$ cat src/hdl/bprf_pkg.sv
// Shared types, sizes and codes of the byte pipe ring FIFO.
`default_nettype none

package bprf_pkg;

  localparam int unsigned RING_DEPTH = 4096;
  localparam int unsigned PTR_W      = $clog2(RING_DEPTH);
  localparam int unsigned MAX_BURST  = 64;
  localparam int unsigned LEN_W      = 7;
  localparam int unsigned BYTE_W     = 8;
  localparam int unsigned CMD_W      = 2;
  localparam int unsigned STAT_W     = 3;

  typedef enum logic [CMD_W-1:0] {
    CMD_WRITE = 2'd0,
    CMD_READ  = 2'd1,
    CMD_PEEK  = 2'd2,
    CMD_CLOSE = 2'd3
  } cmd_e;

  typedef enum logic [STAT_W-1:0] {
    ST_OK          = 3'd0,
    ST_WOULD_BLOCK = 3'd1,
    ST_END         = 3'd2,
    ST_FULL        = 3'd3,
    ST_CLOSED      = 3'd4,
    ST_ALREADY     = 3'd5
  } status_e;

  typedef enum logic [1:0] {
    S_IDLE  = 2'd0,
    S_FETCH = 2'd1,
    S_SEND  = 2'd2
  } state_e;

  typedef struct packed {
    logic              we;
    logic              re;
    logic [PTR_W-1:0]  addr;
    logic [BYTE_W-1:0] wdata;
  } ram_req_t;

endpackage

`default_nettype wire

$ cat src/hdl/bprf_if.sv
// Valid/ready channels for command beats and result beats.
`default_nettype none

interface bprf_in_if;
  logic                           valid;
  logic                           ready;
  logic [bprf_pkg::CMD_W-1:0]     cmd;
  logic [bprf_pkg::BYTE_W-1:0]    data_in;
  logic [bprf_pkg::LEN_W-1:0]     req_length;

  modport source (output valid, cmd, data_in, req_length, input ready);
  modport sink   (input valid, cmd, data_in, req_length, output ready);
endinterface

interface bprf_out_if;
  logic                           valid;
  logic                           ready;
  logic [bprf_pkg::BYTE_W-1:0]    data_out;
  logic [bprf_pkg::LEN_W-1:0]     count;
  logic                           last;
  logic [bprf_pkg::STAT_W-1:0]    status;

  modport source (output valid, data_out, count, last, status, input ready);
  modport sink   (input valid, data_out, count, last, status, output ready);
endinterface

`default_nettype wire

$ cat src/hdl/bprf_ctrl.sv
// Command sequencer: pointers, flags, burst stepping and the result register.
`default_nettype none

module bprf_ctrl (
  input  wire logic                        clk_i,
  input  wire logic                        rst_ni,
  bprf_in_if.sink                          in_s,
  bprf_out_if.source                       out_s,
  output bprf_pkg::ram_req_t               ram_req_o,
  input  wire logic [bprf_pkg::BYTE_W-1:0] ram_rdata_i
);

  localparam int unsigned PW = bprf_pkg::PTR_W;
  localparam int unsigned LW = bprf_pkg::LEN_W;
  localparam int unsigned BW = bprf_pkg::BYTE_W;

  bprf_pkg::state_e state_q, state_d;

  logic [PW-1:0] rp_q, rp_d, wp_q, wp_d, ptr_q, ptr_d;
  logic          full_q, full_d, closed_q, closed_d;
  logic          is_read_q, is_read_d;
  logic [LW-1:0] len_q, len_d, idx_q, idx_d;

  logic                     out_valid_q, out_valid_d;
  logic [BW-1:0]            data_q, data_d;
  logic [LW-1:0]            count_q, count_d;
  logic                     last_q, last_d;
  bprf_pkg::status_e        status_q, status_d;

  bprf_pkg::cmd_e  cmd;
  logic            slot_free, accept, empty, is_xfer, burst_go, send, send_last;
  logic [PW:0]     avail;
  logic [LW-1:0]   req_clip, burst_len, idx_inc;
  logic [PW-1:0]   step_in, step_out;

  assign cmd       = bprf_pkg::cmd_e'(in_s.cmd);
  assign slot_free = !out_valid_q || out_s.ready;
  assign in_s.ready = (state_q == bprf_pkg::S_IDLE) && slot_free;
  assign accept    = in_s.valid && in_s.ready;

  // Shared pointer step: write pointer while idle, burst address otherwise.
  assign step_in  = (state_q == bprf_pkg::S_IDLE) ? wp_q : ptr_q;
  assign step_out = step_in + PW'(1);

  assign empty   = !full_q && (wp_q == rp_q);
  assign avail   = full_q ? (PW+1)'(bprf_pkg::RING_DEPTH) : {1'b0, wp_q - rp_q};
  assign is_xfer = (cmd == bprf_pkg::CMD_READ) || (cmd == bprf_pkg::CMD_PEEK);

  always_comb begin
    req_clip = (32'(in_s.req_length) > bprf_pkg::MAX_BURST) ?
               LW'(bprf_pkg::MAX_BURST) : in_s.req_length;
    if (32'(req_clip) > 32'(avail)) begin
      burst_len = LW'(avail);
    end else begin
      burst_len = req_clip;
    end
  end

  assign burst_go  = accept && is_xfer && !empty && (burst_len != '0);
  assign idx_inc   = idx_q + LW'(1);
  assign send      = (state_q == bprf_pkg::S_SEND) && slot_free;
  assign send_last = send && (idx_inc == len_q);

  // Next state.
  always_comb begin
    state_d = state_q;
    unique case (state_q)
      bprf_pkg::S_IDLE:  if (burst_go) state_d = bprf_pkg::S_FETCH;
      bprf_pkg::S_FETCH: state_d = bprf_pkg::S_SEND;
      bprf_pkg::S_SEND: begin
        if (send_last) begin
          state_d = bprf_pkg::S_IDLE;
        end else if (send) begin
          state_d = bprf_pkg::S_FETCH;
        end
      end
      default: state_d = bprf_pkg::S_IDLE;
    endcase
  end

  // Datapath and result register.
  always_comb begin
    rp_d        = rp_q;
    wp_d        = wp_q;
    full_d      = full_q;
    closed_d    = closed_q;
    ptr_d       = ptr_q;
    is_read_d   = is_read_q;
    len_d       = len_q;
    idx_d       = idx_q;
    out_valid_d = out_valid_q && !out_s.ready;
    data_d      = data_q;
    count_d     = count_q;
    last_d      = last_q;
    status_d    = status_q;
    ram_req_o   = '{we: 1'b0, re: 1'b0, addr: ptr_q, wdata: in_s.data_in};

    unique case (state_q)
      bprf_pkg::S_IDLE: begin
        ram_req_o.addr = wp_q;
        if (accept && !burst_go) begin
          out_valid_d = 1'b1;
          data_d      = '0;
          count_d     = '0;
          last_d      = 1'b1;
          status_d    = bprf_pkg::ST_OK;
          unique case (cmd)
            bprf_pkg::CMD_WRITE: begin
              if (closed_q) begin
                status_d = bprf_pkg::ST_CLOSED;
              end else if (full_q) begin
                status_d = bprf_pkg::ST_FULL;
              end else begin
                ram_req_o.we = 1'b1;
                wp_d         = step_out;
                full_d       = (step_out == rp_q);
                count_d      = LW'(1);
              end
            end
            bprf_pkg::CMD_CLOSE: begin
              closed_d = 1'b1;
              if (closed_q) status_d = bprf_pkg::ST_ALREADY;
            end
            default: begin
              // Empty pipe or zero-length request: single empty result.
              if (empty) begin
                status_d = closed_q ? bprf_pkg::ST_END : bprf_pkg::ST_WOULD_BLOCK;
              end
            end
          endcase
        end
        if (burst_go) begin
          ptr_d     = rp_q;
          len_d     = burst_len;
          idx_d     = '0;
          is_read_d = (cmd == bprf_pkg::CMD_READ);
        end
      end
      bprf_pkg::S_FETCH: begin
        ram_req_o.re = 1'b1;
      end
      bprf_pkg::S_SEND: begin
        if (send) begin
          out_valid_d = 1'b1;
          data_d      = ram_rdata_i;
          count_d     = len_q;
          last_d      = send_last;
          status_d    = bprf_pkg::ST_OK;
          ptr_d       = step_out;
          idx_d       = idx_inc;
          if (send_last && is_read_q) begin
            rp_d   = step_out;
            full_d = 1'b0;
          end
        end
      end
      default: ;
    endcase
  end

  always_ff @(posedge clk_i or negedge rst_ni) begin
    if (!rst_ni) begin
      state_q     <= bprf_pkg::S_IDLE;
      rp_q        <= '0;
      wp_q        <= '0;
      full_q      <= 1'b0;
      closed_q    <= 1'b0;
      out_valid_q <= 1'b0;
    end else begin
      state_q     <= state_d;
      rp_q        <= rp_d;
      wp_q        <= wp_d;
      full_q      <= full_d;
      closed_q    <= closed_d;
      out_valid_q <= out_valid_d;
    end
  end

  always_ff @(posedge clk_i) begin
    ptr_q     <= ptr_d;
    is_read_q <= is_read_d;
    len_q     <= len_d;
    idx_q     <= idx_d;
    data_q    <= data_d;
    count_q   <= count_d;
    last_q    <= last_d;
    status_q  <= status_d;
  end

  assign out_s.valid    = out_valid_q;
  assign out_s.data_out = data_q;
  assign out_s.count    = count_q;
  assign out_s.last     = last_q;
  assign out_s.status   = status_q;

endmodule

`default_nettype wire

$ cat src/flat_wrapper.sv
// flat-port wrapper written by rule: the top's interface ports become plain ports
module bprf_ctrl_flat 
  (clk_i, rst_ni, ram_req_o, ram_rdata_i, in_s_valid, in_s_cmd, in_s_data_in, in_s_req_length, in_s_ready, out_s_valid, out_s_data_out, out_s_count, out_s_last, out_s_status, out_s_ready);
  bprf_in_if in_s_i ();
  bprf_out_if out_s_i ();
  input  wire logic clk_i;
  input  wire logic rst_ni;
  output bprf_pkg::ram_req_t ram_req_o;
  input  wire logic [bprf_pkg::BYTE_W-1:0] ram_rdata_i;
  input wire logic [$bits(in_s_i.valid)-1:0] in_s_valid;
  input wire logic [$bits(in_s_i.cmd)-1:0] in_s_cmd;
  input wire logic [$bits(in_s_i.data_in)-1:0] in_s_data_in;
  input wire logic [$bits(in_s_i.req_length)-1:0] in_s_req_length;
  output wire logic [$bits(in_s_i.ready)-1:0] in_s_ready;
  output wire logic [$bits(out_s_i.valid)-1:0] out_s_valid;
  output wire logic [$bits(out_s_i.data_out)-1:0] out_s_data_out;
  output wire logic [$bits(out_s_i.count)-1:0] out_s_count;
  output wire logic [$bits(out_s_i.last)-1:0] out_s_last;
  output wire logic [$bits(out_s_i.status)-1:0] out_s_status;
  input wire logic [$bits(out_s_i.ready)-1:0] out_s_ready;
  assign in_s_i.valid = in_s_valid;
  assign in_s_i.cmd = in_s_cmd;
  assign in_s_i.data_in = in_s_data_in;
  assign in_s_i.req_length = in_s_req_length;
  assign in_s_ready = in_s_i.ready;
  assign out_s_valid = out_s_i.valid;
  assign out_s_data_out = out_s_i.data_out;
  assign out_s_count = out_s_i.count;
  assign out_s_last = out_s_i.last;
  assign out_s_status = out_s_i.status;
  assign out_s_i.ready = out_s_ready;
  bprf_ctrl u_core (.clk_i(clk_i), .rst_ni(rst_ni), .in_s(in_s_i), .out_s(out_s_i), .ram_req_o(ram_req_o), .ram_rdata_i(ram_rdata_i));
endmodule
$ cat config.mk
export PLATFORM = sky130hd
export DESIGN_NAME = bprf_ctrl_flat
export DESIGN_NICKNAME = d
export VERILOG_FILES = /design/src/hdl/bprf_pkg.sv /design/src/hdl/bprf_if.sv /design/src/hdl/bprf_ctrl.sv /design/src/flat_wrapper.sv
export SDC_FILE = /design/constraint.sdc
export NUM_CORES = 1
export LEC_CHECK = 0
export ABC_AREA = 1
export BUFFER_PORTS_ARGS = -buffer_cell sky130_fd_sc_hd__buf_2
export CORE_ASPECT_RATIO = 0.5
export CORE_MARGIN = 2
export CORE_UTILIZATION = 50
export CTS_BUF_LIST = sky130_fd_sc_hd__clkbuf_2 sky130_fd_sc_hd__clkbuf_4 sky130_fd_sc_hd__clkbuf_8
export CTS_CLUSTER_SIZE = 25
export DETAILED_ROUTE_END_ITERATION = 10
export GPL_TIMING_DRIVEN = 0
export PLACE_DENSITY_LB_ADDON = 0.1
export SLEW_MARGIN = 25
export SYNTH_ARGS = -nofsm -noshare
export SYNTH_HDL_FRONTEND = slang
export SYNTH_SLANG_ARGS = --single-unit
$ cat constraint.sdc
create_clock -name clk_i -period 7.7 [get_ports clk_i]
set_input_delay 1.54 -clock clk_i [delete_from_list [all_inputs] [get_ports clk_i]]
set_output_delay 1.54 -clock clk_i [all_outputs]
set_load 0.02 [all_outputs]
==> impl_metrics.tcl <==
set metrics [dict create \
    design_power_total_mw 2.09 \
    layout_min_cycle_time_ns 6.06 \
    post-route-util_pct 59.3 \
    dpl.cell_count 837 \
    skew_ns 0.0139 \
    whs_path_depth 2 \
    worstSkewPairLatency_ns 0.36 \
    synth_seq_area_share_pct 42.8 \
    crit_family "simple AND/OR/NAND/NOR gates" \
    htreeDepth 3 \
    num_vias 4203 \
    hold_violations 0 \
    fin_hold_ws_ns 0.527 \
    die_area_mm2 0.0107 \
    cts_buffer_depth 2 \
    hp-class "register to register" \
    cts_tree "done" \
    drtAntennaViolNets 0 \
    grt_pass1_vias 3752 \
    slew_viol_final 0 \
    cp.required_ns 6.16 \
    final_cells 853 \
    rsz0062_at_grt "no" \
    row_count 25 \
    routed_wl_mm 11.7 \
    critical-path-max-stage-delay_ns 0.44 \
    crit_top_cell "nand2_1" \
    dieWidth_um 144 \
    n_antenna_cell 0 \
    route.detailed.drc 0 \
    ys_types 41 \
    drt_iter0_markers 276 \
    slew_headroom_pct 33.9 \
    grt_max_degree 30 \
    clock-root-buffer "clkbuf_8" \
    cp_slowest_cell "fa_1" \
    post-dp-hpwl_mm 8.92 \
    startpoint_type "register" \
    ys_dominant_reg_cell "edfxtp_1" \
    tns_ns 0 \
    yosysWarnings 0 \
    syn_area_mm2 0.00492 \
    yosys.area.top_type "edfxtp_1" \
    min_from "u_core.rp_q[8]" \
    cts-resized-gates 0 \
    p_per_area_mw_per_mm2 372 \
    cts_setup_buffers 0 \
    via_per_inst 4.93 \
    fmax_ghz 0.165 \
    core_mm2 0.00951 \
    gp_congestion 0.904 \
    antenna_found_initial 0 \
    ctsHoldBuffers 0 \
    firstDrtPassIters 5 \
    syn_avg_cell_area_um2 7.70 \
    path_max_fanout 10 \
    start_util_pct 51.8 \
    grt_usage_pct 23.1 \
    syn_inst 639 \
    fp.dieH_um 74.2 \
    status "finished clean" \
    setup_viol 0 \
    io_pins 72 \
    layout_worst_path_cycle_share_pct 78.7 \
    path_clk_slew_ns 0.09 \
    reg2reg_depth 24 \
    layout-drive-gt1-share_pct 15.5 \
    tightestPinTransition_ns 0.990 \
    async_reset_ff_share_pct 38.7 \
    synth_edf_count 46 \
    synth_top_area_share_pct 28.1 \
    r2r-end "u_core.out_s.valid" \
    overflow 0 \
    io_buffers 63 \
    area_growth_syn_to_layout_pct 14.5 \
    ys_top_cells_by_area "edfxtp_1 (28%), dfrtp_1 (15%), nand2_1 (15%), inv_1 (8.1%), ha_1 (5.8%)" \
    cp.arrival_ns 4.52 \
    wl_per_cell_um 13.7 \
    synth_nets 692 \
    critPathBufInv 5 \
    cts_buffers 9 \
    crit-reg2reg-launch "u_core.wp_q[0]" \
    path_class "register to primary output" \
    hold_end "u_core.rp_q[8]" \
    cts.sinks 75 \
    grt_pass1_wl_mm 18.7 \
    fillers 900 \
    synth-seq-cells 75 \
    vdd_ir_drop_max_mv 0.167 \
    leakage_nw 2.81 \
    maxCapViolations 0 \
    timing.reg2reg.setup_slack_ns 3.04 \
    fin_nets 766 \
    endpoint_kind "primary output" \
]
-- cells in the final DEF, fill, tap and decap left out, types with 2 or more instances in the layout --
cell and count:
inv_2 3, nand2_2 2, or2_2 4, edfxtp_1 46
o21ai_1 10, dfrtp_1 29, bufinv_16 2, clkbuf_1 8
xor2_1 18, o21bai_1 2, nand3_2 2, ha_1 23
o21ai_2 2, o21ai_0 48, nor3_1 2, buf_2 63
a21oi_1 14, nand2_1 192, nor4_1 2, nor2_1 61
buf_6 3, xnor2_1 5, inv_1 106, buf_4 10
nor2_8 2, clkbuf_8 9, nor3b_1 2, inv_6 3
nand4_1 8, nand3_1 20
-- per-layer routing --
layer	routed length, um	GRT usage (%)
met4	71	5.18
met5	0	0
met1	5780	33.3
met3	863	5.54
met2	4960	36.0
-- worst register-to-register path: stages, from the launching register on --
cell and delay, ns:
dfrtp_1 0.36, inv_1 0.09, ha_1 0.15, inv_1 0.08, fa_1 0.44, nand3_1 0.11, nand3_2 0.10, a21oi_1 0.19
nor2_1 0.06, nor2_1 0.20, inv_1 0.08, ha_1 0.32, nand2_1 0.09, nor2_1 0.06, a31oi_1 0.22, nand4_4 0.21
nor2_8 0.20, nand2_1 0.06, o21ai_1 0.15, nor2_1 0.08, nand2_1 0.12, nand2_2 0.11, nand2_4 0.15, nand2_1 0.50
or2_1 0.41
-- power breakdown --
group	switching, mW	internal [mW]	total (mW)
Sequential	0.0564	0.600	0.656
Combinational	0.746	0.334	1.08
Clock	0.169	0.189	0.358
Total	0.972	1.12	2.09
-- Yosys cell counts (all sizes together), types with 2 or more instances --
library cell    n
edfxtp         46
xor2           18
nand2         195
nand4           9
inv           109
o21ai          60
a21oi          14
nor3            2
or2             6
buf            13
o21bai          2
clkbuf          8
nand3          23
and2            2
xnor2           5
nor4            2
nor3b           2
ha             23
nor2           63
dfrtp          29
-- worst max path at each step --
stage,start,to,slack [ns],cells past startpoint
after floorplan,in_s_req_length[2],ram_req_o[21],2.41,20
after global placement,in_s_req_length[2],ram_req_o[21],1.77,22
after detailed placement,in_s_req_length[2],ram_req_o[21],1.70,22
after CTS,u_core.wp_q[0],ram_req_o[21],1.62,26
after global routing,u_core.wp_q[0],ram_req_o[21],1.18,27
final,u_core.wp_q[0],ram_req_o[21],1.64,26
-- area by class of cell --
type / count / area [um2] / share of cell area (%)
timing repair buffer: 63 / 315 / 5.60
inverter: 109 / 409 / 7.26
clock inverter: 7 / 106 / 1.89
clock buffer: 9 / 124 / 2.20
sequential: 75 / 2110 / 37.4
buffer: 21 / 139 / 2.46
tap: 135 / 169 / 3.00
multi-input combinational: 434 / 2270 / 40.2
-- logic make-up after synthesis --
group	share of synthesized area [%]
flip-flops	42.8
XOR/XNOR	4.09
AND/OR/NAND/NOR	26.8
buffers and inverters	11.1
AO/OA/AOI/OAI	8.87
adder cells (fa/ha/maj)	6.25
-- registers in the layout, summed over array words and instances (netlist names), 2 cells and up --
name,cells
u_core.rp_q,12
u_core.idx_q,7
u_core.out_s.status,3
u_core.len_q,7
u_core.out_s.count,7
u_core.out_s.data_out,8
u_core.state_q,2
u_core.ptr_q,12
u_core.wp_q,12
-- through the flow --
step / instance area [um2] / worst slack [ns]
after global routing: 5640 / 1.18
final: 5640 / 1.64
after floorplan: 4920 / 2.41
after CTS: 5640 / 1.62
after detailed placement: 5410 / 1.70
after global placement: 5410 / 1.77
No activity file was read; power rests on OpenSTA's default activity.
